===== src/design/tpd_pkg.sv =====
package tpd_pkg;

    localparam int HANDS         = 8;
    localparam int AVERAGE_DEPTH = 3;
    localparam int SLOT_W        = $clog2(HANDS);
    localparam int HIST_DEPTH    = HANDS * AVERAGE_DEPTH;
    localparam int HIST_AW       = $clog2(HIST_DEPTH);

    localparam int OP_W      = 2;
    localparam int ID_W      = 16;
    localparam int POS_W     = 20;
    localparam int STAT_W    = 3;
    localparam int THR_W     = 16;
    localparam int RATIO_W   = 17;
    localparam int CFG_W     = 17;
    localparam int CFG_IDX_W = 2;
    localparam int CNT_W     = 2;

    localparam int SUM_W  = 22;
    localparam int D_W    = 21;
    localparam int LEN_W  = 21;
    localparam int Q_W    = 42;
    localparam int MUL_W  = 24;
    localparam int PROD_W = 48;
    localparam int SAT_W  = 23;
    localparam int STEP_W = 5;

    localparam int SQRT_STEPS  = 21;
    localparam int SQRT_TOP    = 2 * (SQRT_STEPS - 1);
    localparam int DIV_STEPS   = 21;
    localparam int RECIP_SHIFT = 22;
    localparam int RATIO_FRAC  = 16;

    localparam logic [OP_W-1:0] OP_CREATE  = 2'd0;
    localparam logic [OP_W-1:0] OP_UPDATE  = 2'd1;
    localparam logic [OP_W-1:0] OP_DESTROY = 2'd2;

    localparam logic [STAT_W-1:0] ST_UPDATED   = 3'd0;
    localparam logic [STAT_W-1:0] ST_CREATED   = 3'd1;
    localparam logic [STAT_W-1:0] ST_DESTROYED = 3'd2;
    localparam logic [STAT_W-1:0] ST_UNKNOWN   = 3'd3;
    localparam logic [STAT_W-1:0] ST_FULL      = 3'd4;

    localparam logic [CFG_IDX_W-1:0] CFG_THR   = 2'd0;
    localparam logic [CFG_IDX_W-1:0] CFG_CLOSE = 2'd1;
    localparam logic [CFG_IDX_W-1:0] CFG_FAR   = 2'd2;

    localparam logic [THR_W-1:0]   THR_RESET   = 16'd160;
    localparam logic [RATIO_W-1:0] CLOSE_RESET = 17'd0;
    localparam logic [RATIO_W-1:0] RATIO_ONE   = 17'd65536;

    localparam logic [MUL_W-1:0] RECIP_1 = 24'd4194304;
    localparam logic [MUL_W-1:0] RECIP_2 = 24'd2097152;
    localparam logic [MUL_W-1:0] RECIP_3 = 24'd1398102;

    localparam logic [PROD_W-1:0] RATIO_HALF = 48'd32768;

    localparam logic signed [POS_W-1:0] POS_HI = 20'sh7FFFF;
    localparam logic signed [POS_W-1:0] POS_LO = 20'sh80000;

    localparam logic [CNT_W-1:0] CNT_FULL  = 2'd3;
    localparam logic [CNT_W-1:0] RING_LAST = 2'd2;
    localparam logic [1:0]       COMP_LAST = 2'd2;

    localparam logic [2:0] MUL_AVG   = 3'd0;
    localparam logic [2:0] MUL_SQ    = 3'd1;
    localparam logic [2:0] MUL_THR   = 3'd2;
    localparam logic [2:0] MUL_DIV   = 3'd3;
    localparam logic [2:0] MUL_BLEND = 3'd4;

    typedef struct packed {
        logic       capture;
        logic       decide;
        logic       rd;
        logic       acc;
        logic       mul_go;
        logic [2:0] mul_sel;
        logic       avg_wr;
        logic       q_acc;
        logic       cmp;
        logic       sqrt_step;
        logic       div_init;
        logic       div_step;
        logic       div_wr;
        logic       blend_wr;
        logic       finish;
        logic [1:0] comp;
        logic [1:0] k;
    } t_cmd;

    typedef struct packed {
        logic             upd;
        logic             out_free;
        logic             close;
        logic [CNT_W-1:0] n;
    } t_sts;

endpackage


===== src/design/tpd_ctrl.sv =====
module tpd_ctrl import tpd_pkg::*; (
    input  logic i_clk,
    input  logic i_rst_n,
    input  logic i_in_valid,
    output logic o_in_ready,
    input  t_sts i_sts,
    output t_cmd o_cmd
);

    localparam logic [4:0] S_IDLE   = 5'd0;
    localparam logic [4:0] S_DECIDE = 5'd1;
    localparam logic [4:0] S_RD     = 5'd2;
    localparam logic [4:0] S_ACC    = 5'd3;
    localparam logic [4:0] S_AVGM   = 5'd4;
    localparam logic [4:0] S_AVGW   = 5'd5;
    localparam logic [4:0] S_SQM    = 5'd6;
    localparam logic [4:0] S_SQW    = 5'd7;
    localparam logic [4:0] S_THRM   = 5'd8;
    localparam logic [4:0] S_CMP    = 5'd9;
    localparam logic [4:0] S_SQRT   = 5'd10;
    localparam logic [4:0] S_DIVM   = 5'd11;
    localparam logic [4:0] S_DIVI   = 5'd12;
    localparam logic [4:0] S_DIV    = 5'd13;
    localparam logic [4:0] S_DIVW   = 5'd14;
    localparam logic [4:0] S_BLM    = 5'd15;
    localparam logic [4:0] S_BLW    = 5'd16;
    localparam logic [4:0] S_DONE   = 5'd17;

    logic [4:0]        r_state, n_state;
    logic [1:0]        r_c, n_c;
    logic [1:0]        r_k, n_k;
    logic [STEP_W-1:0] r_it, n_it;

    always_ff @(posedge i_clk) begin
        if (!i_rst_n) begin
            r_state <= S_IDLE;
            r_c     <= '0;
            r_k     <= '0;
            r_it    <= '0;
        end else begin
            r_state <= n_state;
            r_c     <= n_c;
            r_k     <= n_k;
            r_it    <= n_it;
        end
    end

    always_comb begin
        n_state    = r_state;
        n_c        = r_c;
        n_k        = r_k;
        n_it       = r_it;
        o_cmd      = '0;
        o_cmd.comp = r_c;
        o_cmd.k    = r_k;
        o_in_ready = (r_state == S_IDLE);
        unique case (r_state)
            S_IDLE: begin
                if (i_in_valid) begin
                    o_cmd.capture = 1'b1;
                    n_state       = S_DECIDE;
                end
            end
            S_DECIDE: begin
                if (i_sts.upd) begin
                    o_cmd.decide = 1'b1;
                    n_k          = '0;
                    n_state      = S_RD;
                end else if (i_sts.out_free) begin
                    o_cmd.decide = 1'b1;
                    n_state      = S_IDLE;
                end
            end
            S_RD: begin
                o_cmd.rd = 1'b1;
                n_state  = S_ACC;
            end
            S_ACC: begin
                o_cmd.acc = 1'b1;
                if (r_k == i_sts.n - 2'd1) begin
                    n_c     = '0;
                    n_state = S_AVGM;
                end else begin
                    n_k     = r_k + 2'd1;
                    n_state = S_RD;
                end
            end
            S_AVGM: begin
                o_cmd.mul_go  = 1'b1;
                o_cmd.mul_sel = MUL_AVG;
                n_state       = S_AVGW;
            end
            S_AVGW: begin
                o_cmd.avg_wr = 1'b1;
                n_state      = S_SQM;
            end
            S_SQM: begin
                o_cmd.mul_go  = 1'b1;
                o_cmd.mul_sel = MUL_SQ;
                n_state       = S_SQW;
            end
            S_SQW: begin
                o_cmd.q_acc = 1'b1;
                if (r_c == COMP_LAST) begin
                    n_state = S_THRM;
                end else begin
                    n_c     = r_c + 2'd1;
                    n_state = S_AVGM;
                end
            end
            S_THRM: begin
                o_cmd.mul_go  = 1'b1;
                o_cmd.mul_sel = MUL_THR;
                n_state       = S_CMP;
            end
            S_CMP: begin
                o_cmd.cmp = 1'b1;
                n_c       = '0;
                if (i_sts.close) begin
                    n_state = S_BLM;
                end else begin
                    n_it    = STEP_W'(SQRT_STEPS - 1);
                    n_state = S_SQRT;
                end
            end
            S_SQRT: begin
                o_cmd.sqrt_step = 1'b1;
                if (r_it == '0) begin
                    n_state = S_DIVM;
                end else begin
                    n_it = r_it - 1'b1;
                end
            end
            S_DIVM: begin
                o_cmd.mul_go  = 1'b1;
                o_cmd.mul_sel = MUL_DIV;
                n_state       = S_DIVI;
            end
            S_DIVI: begin
                o_cmd.div_init = 1'b1;
                n_it           = STEP_W'(DIV_STEPS - 1);
                n_state        = S_DIV;
            end
            S_DIV: begin
                o_cmd.div_step = 1'b1;
                if (r_it == '0) begin
                    n_state = S_DIVW;
                end else begin
                    n_it = r_it - 1'b1;
                end
            end
            S_DIVW: begin
                o_cmd.div_wr = 1'b1;
                if (r_c == COMP_LAST) begin
                    n_c     = '0;
                    n_state = S_BLM;
                end else begin
                    n_c     = r_c + 2'd1;
                    n_state = S_DIVM;
                end
            end
            S_BLM: begin
                o_cmd.mul_go  = 1'b1;
                o_cmd.mul_sel = MUL_BLEND;
                n_state       = S_BLW;
            end
            S_BLW: begin
                o_cmd.blend_wr = 1'b1;
                if (r_c == COMP_LAST) begin
                    n_state = S_DONE;
                end else begin
                    n_c     = r_c + 2'd1;
                    n_state = S_BLM;
                end
            end
            S_DONE: begin
                if (i_sts.out_free) begin
                    o_cmd.finish = 1'b1;
                    n_state      = S_IDLE;
                end
            end
            default: n_state = S_IDLE;
        endcase
    end

endmodule


===== config.mk =====
export PLATFORM = sky130hd
export DESIGN_NAME = tpd_ctrl
export DESIGN_NICKNAME = d
export VERILOG_FILES = /design/src/design/tpd_pkg.sv /design/src/design/tpd_ctrl.sv
export SDC_FILE = /design/constraint.sdc
export NUM_CORES = 1
export LEC_CHECK = 0
export BUFFER_PORTS_ARGS = -buffer_cell sky130_fd_sc_hd__buf_2
export CAP_MARGIN = 40
export CORE_MARGIN = 5
export CORE_UTILIZATION = 53
export DETAILED_ROUTE_END_ITERATION = 8
export HOLD_SLACK_MARGIN = 0.15
export MAX_ROUTING_LAYER = met4
export PLACE_DENSITY_LB_ADDON = 0.12
export SETUP_SLACK_MARGIN = 0.15
export SLEW_MARGIN = 10
export SYNTH_ARGS = -nofsm -noshare
export SYNTH_HDL_FRONTEND = slang
export SYNTH_SLANG_ARGS = --single-unit

===== constraint.sdc =====
create_clock -name i_clk -period 2.4 [get_ports i_clk]
set_clock_uncertainty 0.05 [all_clocks]
set_input_delay 0.24 -clock i_clk [delete_from_list [all_inputs] [get_ports i_clk]]
set_output_delay 0.24 -clock i_clk [all_outputs]
set_load 0.02 [all_outputs]

### Word-level counts from Yosys, hierarchy flattened

Index checks and enable logic that the tools add are counted.

| cells by class | value |
|---|---|
| add/sub/neg operators | 4 |
| equal/unequal tests | 28 |
| mux-type cells | 38 |
| reductions and logical operators | 11 |

Operators by type and width:

| operator | count |
|---|---|
| one-hot mux 5 bit (18 select lines) | 1 |
| == test 5 x 4 -> 1 bit, second input constant | 8 |
| 2-to-1 mux 5 bit | 8 |
| == test 5 x 3 -> 1 bit, second input constant | 4 |
| one-hot mux 4 bit (5 select lines) | 1 |
| != test 2 bit, second input constant | 9 |
| 2-to-1 mux 1 bit | 16 |
| one-hot mux 5 bit (3 select lines) | 1 |
| AND reduction 3 bit | 4 |
| == test 5 x 2 -> 1 bit, second input constant | 2 |
| == test 5 bit, second input constant | 2 |
| zero test 5 bit | 2 |
| 2-to-1 mux 2 bit | 5 |
| 2-to-1 mux 3 bit | 3 |
| one-hot mux 2 bit (4 select lines) | 1 |
| == test 5 x 1 -> 1 bit, second input constant | 1 |
| subtractor 5 x 1 -> 5 bit, second input constant | 1 |
| adder 2 x 1 -> 2 bit, second input constant | 2 |
| 2-to-1 mux 4 bit | 1 |
| one-hot mux 2 bit (2 select lines) | 1 |
| nonzero test 4 bit | 1 |
| OR reduction 2 bit | 2 |
| nonzero test 3 bit | 1 |
| == test 2 bit | 1 |
| other kinds (3) | 3 |

| word-level totals | value |
|---|---|
| register bits after elaboration | 14 |
| input bits | 8 |
| output and inout port bits | 22 |
| logic and storage cells | 85 |

### Logic depth before layout (Yosys ltp)

Gate-level depths: netlist (run 1).

| depth | value |
|---|---|
| depth in word-level cells | 4 |
| gate-level depth with buffers | 8 |
| mapped depth without buffers | 7 |

### Worst setup path before layout (run 1)

Ideal clock, no wire load.

| path | value |
|---|---|
| path type | reg2reg |
| start | register r_it[0] |
| end | register r_state[1] |
| setup time | 0.066 ns |
| data arrival time | 1.690 ns |
| required time | 2.284 ns |
| slack | 0.594 ns |
| stages on the path, launching flop included | 8 |
| path buffers | 1 |
| clock period less this slack | 1.806 ns |
| path through | dfxtp_1 inv_1 ha_1 or4b_1 clkbuf_2 a221o_2 o21bai_1 a21boi_2 |

| between the ends | value |
|---|---|
| word-level cells in the longest chain between the ends | 3 |
| elaborated cells on any way between the ends | 4 |
| those cells by class | eq/ne (2); reduce/logical (2) |

RTL lines:

| element | line | RTL |
|---|---|---|
| start, declared | tpd_ctrl.sv:32 | `logic [STEP_W-1:0] r_it, n_it;` |
| start signal, assigned | tpd_ctrl.sv:44 | `r_it <= n_it;` |
| zero test 5 bit (*) | tpd_ctrl.sv:128, tpd_ctrl.sv:146 |  |
| != test 2 bit (no source line) | -- |  |
| AND reduction 3 bit (no source line) (*) | -- |  |
| end signal, assigned | tpd_ctrl.sv:41 | `r_state <= n_state;` |
| end, declared | tpd_ctrl.sv:29 | `logic [4:0] r_state, n_state;` |

Mark *: on every way between the ends. The rest lies on a longest branch, timed or not.
A chain may end at the register's enable or synchronous reset.

==> results of run 1 <==
-- through the flow --
stage	util	instance area, µm²
floorplan	-	1257
global placement	0.6314	1410
detailed placement	0.6314	1410
CTS	0.6476	1446
global route	0.6482	1448
finish	0.6482	1448
-- state kept, by name, summed over array words and instances (netlist names) --
register  flops
r_state       5
r_it          5
r_k           2
r_c           2
-- per-layer routing --
layer | wire (µm) | vias up | global-route usage
met5 | 0 | - | -
met4 | 23 | 0 | 0.04854
met3 | 323 | 2 | 0.04167
li1 | - | 660 | -
met2 | 1457 | 73 | 0.3062
met1 | 1356 | 615 | 0.2616
-- logic make-up (layout without fill, tap and decap cells) --
kind of cell,after synthesis,in the layout
xor gates and xnor gates,1,1
and+or+nand+nor,81,81
buffers and inverters,22,46
AOI/OAI and AO/OA,43,43
muxes,3,3
DFF,14,14
adders and majority gates,5,5
-- critical path: cells and delay by family, from the launching register on --
family        cells  cell delay [ns]
buf+inv           2             0.27
simple gates      2             0.59
flops             1             0.70
-- cell type report --
| type | count | share of cell area |
|---|---|---|
| multi-input cells | 133 | 0.6119 |
| flip-flops and latches | 14 | 0.1945 |
| repair buffers | 33 | 0.1210 |
| clock buffers | 4 | 0.02506 |
| well taps | 28 | 0.02420 |
| inverters | 9 | 0.02334 |
-- report_power, final --
part | leakage, µW | switching, µW | total, µW | internal, µW
combinational | 0.000460 | 62.7 | 107 | 44.5
clock | 0.0000210 | 87.6 | 180 | 92.5
sequential | 0.000114 | 10.6 | 246 | 235
-- cells in the final DEF (no fill, tap or decap), drive strengths merged, types with 3 or more instances in the layout --
cell / netlist / routed
a21oi: 8 / 8
a22oi: 3 / 3
and2: 4 / 4
and3: 4 / 4
buf: 9 / 33
clkbuf: 4 / 4
dfxtp: 14 / 14
ha: 5 / 5
inv: 9 / 9
nand2: 14 / 14
nand2b: 7 / 7
nand3: 4 / 4
nor2: 15 / 15
nor2b: 7 / 7
nor3: 9 / 9
nor4: 3 / 3
o21ai: 8 / 8
or3: 4 / 4
-- worst max-delay path by stage --
stage / endpoint / slack, ns
after floorplan: r_state[1] / 0.59
after global placement: r_state[0] / 0.43
after detailed placement: r_state[0] / 0.36
after CTS: o_cmd[6] / 0.20
after global routing: o_cmd[6] / 0.16
final: o_cmd[6] / 0.27
==> impl_metrics.csv, run 1 <==
group,metric,value,unit
outcome,outcome,"complete, no violations",
yosys,synth.top_cells.by_count,"nor2_1 (15), dfxtp_1 (14), nand2_1 (14)",
worst_hold_path,hp-class,"in -> reg",
setup_path,cp_max_fo,18,
drt,viasPerCell,6.109,
die,coreArea,2233,µm²
timing,post-route-period-util,0.8884,
yosys,synth-edff-count,0,
timing,worst_slack,0.2680,ns
setup_path,reg2reg_to,"r_state[0]",
clocking,clock_sink_count,14,
timing,worstMarginPinSlew,0.5745,ns
clocking,cts_tree,"done",
drt,wl_per_cell,14.30,µm
clocking,cts_root_buf,"clkbuf_4",
setup_path,required,2.11,ns
yosys,syn_area,1257,µm²
power_and_ir_drop,p_total,533.1,µW
die,die_x,58.71,µm
clocking,cts_buffers,3,
worst_hold_path,min_to,"r_it[3]",
yosys,synth_cells,169,
final_layout,nets,207,
final_layout,drive_gt1_frac,0.2487,
placement,placement.io_buffers,29,
placement,placed_cells,217,
global_route,grt_pass1_vias,1147,
drt,drc_errors,0,
final_layout,syn_to_final_growth,15.12,%
power_and_ir_drop,leakage,0.0005951,µW
setup_path,r2r_cells,5,
die,initial_core_util,0.5630,
global_route,grt_pass1_wl,5.257,mm
yosys,synth_top_area_share,0.2229,
setup_path,worstPathArrival,1.84,ns
drt,firstDrtPassIters,4,
die,ios,30,
yosys,synthSimpleGateAreaFrac,0.3502,
clocking,post_cts_buffers,0,
final_layout,final_cells,221,
global_route,grt_usage,0.1973,
final_layout,register_area,281.5,µm²
setup_path,max_stage_delay,0.70,ns
worst_hold_path,holdPathStages,3,
die,num_rows,17,
setup_path,start_kind,"flip-flop",
timing,hold_violations,0,
drt,vias,1350,
setup_path,slowest_stage,"dfxtp_1",
yosys,ys_seq_area_frac,0.2229,
timing,worst_hold_slack,0.2707,ns
worst_hold_path,min_from,"i_rst_n",
placement,place_ws,0.3575,ns
clocking,insertion_delay,0.29,ns
setup_path,cp-end-kind,"output pin",
yosys,synth_xor_area_frac,0.006965,
yosys,muxShareOfSynthArea,0.02488,
final_layout,diodes,0,
yosys,synth_area_leaders,"dfxtp_1 (22%), ha_1 (5.0%), nor2_1 (4.5%), nand2_1 (4.2%), nor3_1 (3.6%)",
setup_path,r2r_setup_slack,0.31,ns
clocking,cts.htree.levels,1,
clocking,cts_hold_buf,0,
die,dieHeight,58.71,µm
setup_path,path_cells,"nand2_1 > or3_1 > inv_1 > buf_2",
yosys,syn-num-nets,182,
timing,layout_min_cycle_time,2.132,ns
placement,place_congestion,0.9151,
setup_path,r2r-start,"r_state[1]",
job,cap_violations,0,
yosys,synth-adder-area-share,0.04975,
yosys,synth_compound_area_frac,0.2726,
timing,fin_setup_tns,0,ns
drt,ant_nets,0,
yosys,ys_ff_latch,14,
global_route,grt_overflow_total,0,
clocking,post_cts_resize_count,0,
setup_path,crit_start,"r_state[1]",
final_layout,multi_input_area,885.9,µm²
setup_path,path_class,"reg -> out",
timing,relSlewSlack,0.6165,
yosys,ys_warn_count,0,
global_route,grt_max_degree,21,
drt,wl,3.160,mm
clocking,clk_path_buf_depth,2,
yosys,yosysMostFrequentCell,"nor2_1",
final_layout,fillers,201,
yosys,synth_largest_area_cell,"dfxtp_1",
timing,timing.fmax,469.0,MHz
timing,setup_viol,0,
power_and_ir_drop,pwr_density_cell,368.3,nW/µm²
yosys,synthFlopType,"dfxtp_1",
die,die_area,3447,µm²
placement,hpwl,2.402,mm
yosys,synthArstFlopShare,0,
timing,rsz0062_at_grt,"false",
timing,maxSlewViolCount,0,
global_route,antenna_found_initial,0,
yosys,synth_top_family_by_area,"simple AND/OR/NAND/NOR gates",
power_and_ir_drop,irDropWorstVdd,0.0002654,V
clocking,clk_pin_slew,0.09,ns
drt,drt_iter0_markers,66,
yosys,synth.distinct_cells,53,
yosys,syn_avg_cell_area,7.441,µm²
No activity file was read; power rests on OpenSTA's default activity.
==> inputs of run 2 (changes only) <==
--- a/config.mk
+++ b/config.mk
@@ -8,7 +8,7 @@
 export BUFFER_PORTS_ARGS = -buffer_cell sky130_fd_sc_hd__buf_2
 export CAP_MARGIN = 40
 export CORE_MARGIN = 5
-export CORE_UTILIZATION = 53
+export CORE_UTILIZATION = 48
 export DETAILED_ROUTE_END_ITERATION = 8
 export HOLD_SLACK_MARGIN = 0.15
 export MAX_ROUTING_LAYER = met4
@@ -18,3 +18,4 @@
 export SYNTH_ARGS = -nofsm -noshare
 export SYNTH_HDL_FRONTEND = slang
 export SYNTH_SLANG_ARGS = --single-unit
+export TNS_END_PERCENT = 30
==> constraint.sdc (replaced) <==
create_clock -name i_clk -period 1.9 [get_ports i_clk]
set_clock_uncertainty 0.05 [all_clocks]
set_input_delay 0.19 -clock i_clk [delete_from_list [all_inputs] [get_ports i_clk]]
set_output_delay 0.19 -clock i_clk [all_outputs]
set_load 0.02 [all_outputs]
==> run 2 against run 1 <==
Combinational power increased by 64%. Critical path type unchanged. Flip-flop and latch count is the same. Critical endpoint is now o_cmd[16]. Clock power grew 28%. Sequential power increased by 23%. First-iteration DRC count up 3.0%. Non-clock buffer count rose by 15. Hold slack worse by 0.060 ns. Largest cell class unchanged. Highest routed layer unchanged. Wire length increased by 13%. Sequential share of layout area down 1.6 points.
==> impl_metrics.csv, run 2 (synthesized netlist as in run 1, its figures left out) <==
group,metric,value,unit
final_layout,drive_gt1_frac,0.4038,
global_route,grt_overflow_total,0,
setup_path,crit_start,"r_state[1]",
timing,setup_viol,0,
placement,hpwl,2.672,mm
setup_path,r2r_setup_slack,0.10,ns
drt,drt_iter0_markers,68,
drt,highest_layer,"met4",
setup_path,slowest_stage,"dfxtp_4",
setup_path,required,1.66,ns
timing,worstMarginPinSlew,0.4115,ns
power_and_ir_drop,pwr_density_cell,428.6,nW/µm²
outcome,outcome,"complete, no violations",
worst_hold_path,hp-class,"in -> reg",
power_and_ir_drop,irDropWorstVdd,0.0004171,V
die,coreArea,2500,µm²
timing,timing.fmax,553.1,MHz
drt,drc_errors,0,
job,cap_violations,0,
clocking,cts_hold_buf,0,
setup_path,r2r-start,"r_state[1]",
global_route,grt_pass1_vias,1343,
final_layout,final_cells,238,
setup_path,crit_end,"o_cmd[16]",
placement,place_congestion,0.8595,
drt,wl_met2,1.696,mm
drt,firstDrtPassIters,4,
global_route,antenna_found_initial,0,
drt,wl_per_cell,15.01,µm
clocking,cts_tree,"done",
drt,viasPerCell,5.790,
setup_path,cp-end-kind,"output pin",
clocking,clk_path_buf_depth,2,
placement,placed_cells,230,
drt,wl_met1,1.588,mm
setup_path,worstPathArrival,1.57,ns
setup_path,path_cells,"buf_6 > nor2_2 > mux2_2 > nand2_1 > a21oi_1 > buf_2",
setup_path,cp_max_fo,7,
final_layout,syn_to_final_growth,31.14,%
final_layout,final_cell_mix,"buf_2 (27), buf_4 (19), nor2_1 (14), nand2_1 (14)",
timing,layout_min_cycle_time,1.808,ns
global_route,grt_pass1_wl,5.906,mm
die,num_rows,18,
final_layout,diodes,0,
timing,rsz0062_at_grt,"true",
setup_path,path_class,"reg -> out",
setup_path,reg2reg_to,"r_c[0]",
die,ios,30,
clocking,cts_buffers,3,
die,die_area,3744,µm²
drt,wl,3.572,mm
setup_path,max_stage_delay,0.37,ns
die,die_x,61.19,µm
power_and_ir_drop,p_total,706.8,µW
clocking,clk_pin_slew,0.09,ns
timing,relSlewSlack,0.7178,
final_layout,top_regs,"r_it x5, r_state x5",
drt,dr_wl_met3,237,µm
timing,maxSlewViolCount,0,
drt,ant_nets,0,
setup_path,start_kind,"flip-flop",
timing,post-route-period-util,0.9515,
clocking,clock_sink_count,14,
timing,hold_violations,0,
global_route,grt_max_degree,19,
final_layout,nets,222,
die,initial_core_util,0.5030,
placement,placement.io_buffers,29,
final_layout,final_common_cell,"buf_2",
die,dieHeight,61.19,µm
power_and_ir_drop,leakage,0.0006893,µW
global_route,grt_usage,0.2162,
drt,vias,1378,
setup_path,r2r_cells,5,
clocking,cts_root_buf,"clkbuf_4",
clocking,insertion_delay,0.30,ns
clocking,cts.htree.levels,1,
-- run 2: changes by cell type in the layout (fill, tap and decap cells not counted), sizes merged --
cell	delta
buf	+15
-- run 2: final cells by class --
cell class	count	area (µm²)
well taps	30	37.54
inverters	9	38.79
fillers	214	850.8
repair buffers	48	300.3
flip-flops and latches	14	294.0
multi-input cells	133	942.2
clock buffers	4	36.28
-- run 2: how the worst min path moves through the flow --
stage | startpoint | end | depth (start not counted)
detailed placement | r_c[1] | r_c[1] | 2
finish | i_rst_n | r_it[3] | 3
global placement | r_it[1] | r_it[1] | 2
CTS | i_rst_n | r_it[3] | 3
global route | i_rst_n | r_it[3] | 3
floorplan | r_it[1] | r_it[1] | 2
-- run 2: metrics by stage --
step                      worst slack [ns]  setup TNS (ns)  cell area, µm²  hold WS [ns]    util
after global placement             0.08927               0            1495        0.4165  0.5981
after global routing               0.03178               0            1649        0.2144  0.6597
after detailed placement         -0.005521       -0.005521            1495        0.4393  0.5981
after CTS                          0.07580               0            1613        0.2177  0.6451
final                              0.09210               0            1649        0.2102  0.6597
after floorplan                     0.1066               0            1266        0.3992       -
-- run 2: critical path: cells and delay by family, from the launching register on --
| kind | cells | cell delay, ns |
|---|---|---|
| flops | 1 | 0.37 |
| buf+inv | 2 | 0.31 |
| simple gates | 2 | 0.27 |
| mux | 1 | 0.19 |
| compound gates | 1 | 0.13 |
-- run 2: layer usage --
layer,global-route usage,vias up
li1,-,687
met1,0.2592,634
met2,0.3595,48
met3,0.04403,9
met4,0.07121,0
met5,-,-
-- run 2: where the power goes --
group | leakage (µW) | internal, µW | switching (µW) | total, µW
clock network | 0.0000210 | 117 | 113 | 230
logic | 0.000551 | 76.5 | 98.1 | 175
registers | 0.000117 | 296 | 5.92 | 302
total | 0.000689 | 490 | 217 | 707
-- run 2: repair_timing --
item	CTS	global route
pin swaps	3	3
setup endpoints to repair	23	27
setup buffers	4	0
hold endpoints to repair	0	0
resized for setup	19	11
==> inputs of run 3 (changes only) <==
--- a/config.mk
+++ b/config.mk
@@ -8,8 +8,9 @@
 export BUFFER_PORTS_ARGS = -buffer_cell sky130_fd_sc_hd__buf_2
 export CAP_MARGIN = 40
 export CORE_MARGIN = 5
-export CORE_UTILIZATION = 48
+export CORE_UTILIZATION = 53
 export DETAILED_ROUTE_END_ITERATION = 8
+export GPL_TIMING_DRIVEN = 0
 export HOLD_SLACK_MARGIN = 0.15
 export MAX_ROUTING_LAYER = met4
 export PLACE_DENSITY_LB_ADDON = 0.12
==> constraint.sdc (replaced) <==
create_clock -name i_clk -period 1.8 [get_ports i_clk]
set_clock_uncertainty 0.05 [all_clocks]
set_input_delay 0.18 -clock i_clk [delete_from_list [all_inputs] [get_ports i_clk]]
set_output_delay 0.18 -clock i_clk [all_outputs]
set_load 0.02 [all_outputs]
==> run 3 against run 2 <==
The flow now finishes with violations (setup timing). Non-clock buffer count increased by 2. Wire length rose by 17%. Sequential share of layout area is 2.1 points lower. Final cell count is the same. Largest cell class unchanged. Via count rose by 7.6%. Hold slack improved by 0.0017 ns. Sequential power is 6% higher. Critical path depth increased by 1. Die area shrank 7.9%. Utilization grew 17 points.
==> impl_metrics.csv, run 3 (synthesized netlist as in run 1, its figures left out) <==
group,metric,value,unit
drt,viasPerCell,6.231,
timing,post-route-period-util,1.102,
final_layout,top_regs,"r_it x5, r_state x5",
die,initial_core_util,0.5630,
drt,drc_errors,0,
clocking,cts_root_buf,"clkbuf_4",
die,die_area,3447,µm²
final_layout,final_cells,238,
timing,hold_violations,0,
setup_path,cp-end-kind,"flip-flop",
power_and_ir_drop,leakage,0.0007144,µW
timing,worstMarginPinSlew,0.4801,ns
final_layout,nets,224,
drt,wl,4.194,mm
drt,firstDrtPassIters,4,
drt,highest_layer,"met4",
global_route,grt_max_degree,11,
clocking,cts_tree,"done",
clocking,clock_sink_count,14,
timing,worst_hold_slack,0.2119,ns
die,dieHeight,58.71,µm
drt,wl_per_cell,17.62,µm
clocking,clk_pin_slew,0.10,ns
timing,layout_min_cycle_time,1.984,ns
setup_path,worstPathArrival,2.12,ns
timing,timing.fmax,504.0,MHz
setup_path,path_class,"reg -> reg",
timing,rsz0062_at_grt,"true",
clocking,cts.htree.levels,1,
placement,placement.io_buffers,28,
global_route,grt_pass1_wl,6.154,mm
job,cap_violations,0,
die,num_rows,17,
power_and_ir_drop,irDropWorstVdd,0.0005665,V
clocking,cts_buffers,3,
outcome,violations,"setup timing",
die,ios,30,
final_layout,syn_to_final_growth,47.76,%
timing,relSlewSlack,0.6799,
final_layout,final_common_cell,"buf_2",
final_layout,drive_gt1_frac,0.4571,
timing,setup_viol,10,
final_layout,diodes,0,
final_layout,fillers,129,
placement,place_congestion,0.9498,
final_layout,final_cell_mix,"buf_2 (17), buf_4 (15), nand2_1 (13), buf_6 (9), nor2_1 (8)",
outcome,outcome,"finished with violations",
placement,hpwl,2.440,mm
global_route,grt_pass1_vias,1352,
global_route,antenna_found_initial,0,
drt,drt_iter0_markers,81,
drt,dr_wl_met3,353,µm
clocking,cts_hold_buf,0,
global_route,grt_overflow_total,0,
timing,maxSlewViolCount,0,
placement,placed_cells,225,
die,die_x,58.71,µm
global_route,grt_usage,0.2359,
clocking,insertion_delay,0.30,ns
power_and_ir_drop,pwr_density_cell,416.1,nW/µm²
drt,wl_met2,1.999,mm
setup_path,start_kind,"flip-flop",
drt,wl_met1,1.727,mm
worst_hold_path,hp-class,"in -> reg",
power_and_ir_drop,p_total,773.0,µW
setup_path,cp_max_fo,6,
die,coreArea,2233,µm²
setup_path,required,1.94,ns
timing,worst_slack,-0.1842,ns
clocking,clk_path_buf_depth,2,
drt,ant_nets,0,
drt,vias,1483,
-- run 3: changes by cell type in the layout (fill, tap and decap cells not counted), sizes merged --
cell / delta
inv: -1
clkbuf: +2
clkinvlp: +1
-- run 3: through the flow --
| stage | setup slack [ns] | cell area [µm²] | TNS (ns) | utilization |
|---|---|---|---|---|
| after floorplan | 0.006609 | 1266 | 0 | - |
| after global placement | -0.05720 | 1441 | -0.3023 | 0.6454 |
| after detailed placement | -0.1101 | 1441 | -0.6111 | 0.6454 |
| after CTS | -0.08874 | 1719 | -0.5154 | 0.7697 |
| after global routing | -0.2189 | 1858 | -1.707 | 0.8319 |
| final | -0.1842 | 1858 | -1.154 | 0.8319 |
-- run 3: what timing repair did --
| action | 4_1_cts | 5_1_grt |
|---|---|---|
| endpoints found under the setup margin | 31 | 30 |
| pin swaps | 6 | 14 |
| setup buffers | 6 | 3 |
| resized for setup | 61 | 29 |
-- run 3: power breakdown --
group	internal, µW	switching, µW
combinational	90.3	119
clock	124	119
sequential	313	8.10
-- run 3: routing by layer --
metal	GRT usage	up-vias
met1	0.2815	685
met3	0.04605	15
met2	0.3876	87
li1	-	696
met5	-	-
met4	0.09709	0
-- run 3: path summary, 6_finish.rpt --
kind              startpoint      end  slack, ns  cells past startpoint
setup / recovery     r_it[1]  r_it[2]      -0.18                      7
hold / removal       i_rst_n  r_it[3]       0.21                      3
setup reg to reg     r_it[1]  r_it[2]      -0.18                      7
hold reg to reg       r_c[0]   r_c[0]       0.45                      2
-- run 3: worst max-delay path, stage by stage (launching register included) --
cell and delay, ns:
dfxtp_2 0.35, inv_2 0.08, ha_4 0.12, or4b_4 0.46
buf_8 0.15, a21boi_1 0.26, o32ai_4 0.16, o2111a_1 0.25
-- run 3: final cells by class --
| cell class | count | area [µm²] | area share |
|---|---|---|---|
| buffer | 13 | 147.6 | 0.07946 |
| clock buffer | 4 | 36.28 | 0.01953 |
| tap | 28 | 35.03 | 0.01886 |
| timing repair buffer | 37 | 254.0 | 0.1367 |
| sequential | 14 | 291.5 | 0.1569 |
| multi-input combinational | 133 | 1054 | 0.5670 |
| inverter | 9 | 40.04 | 0.02155 |
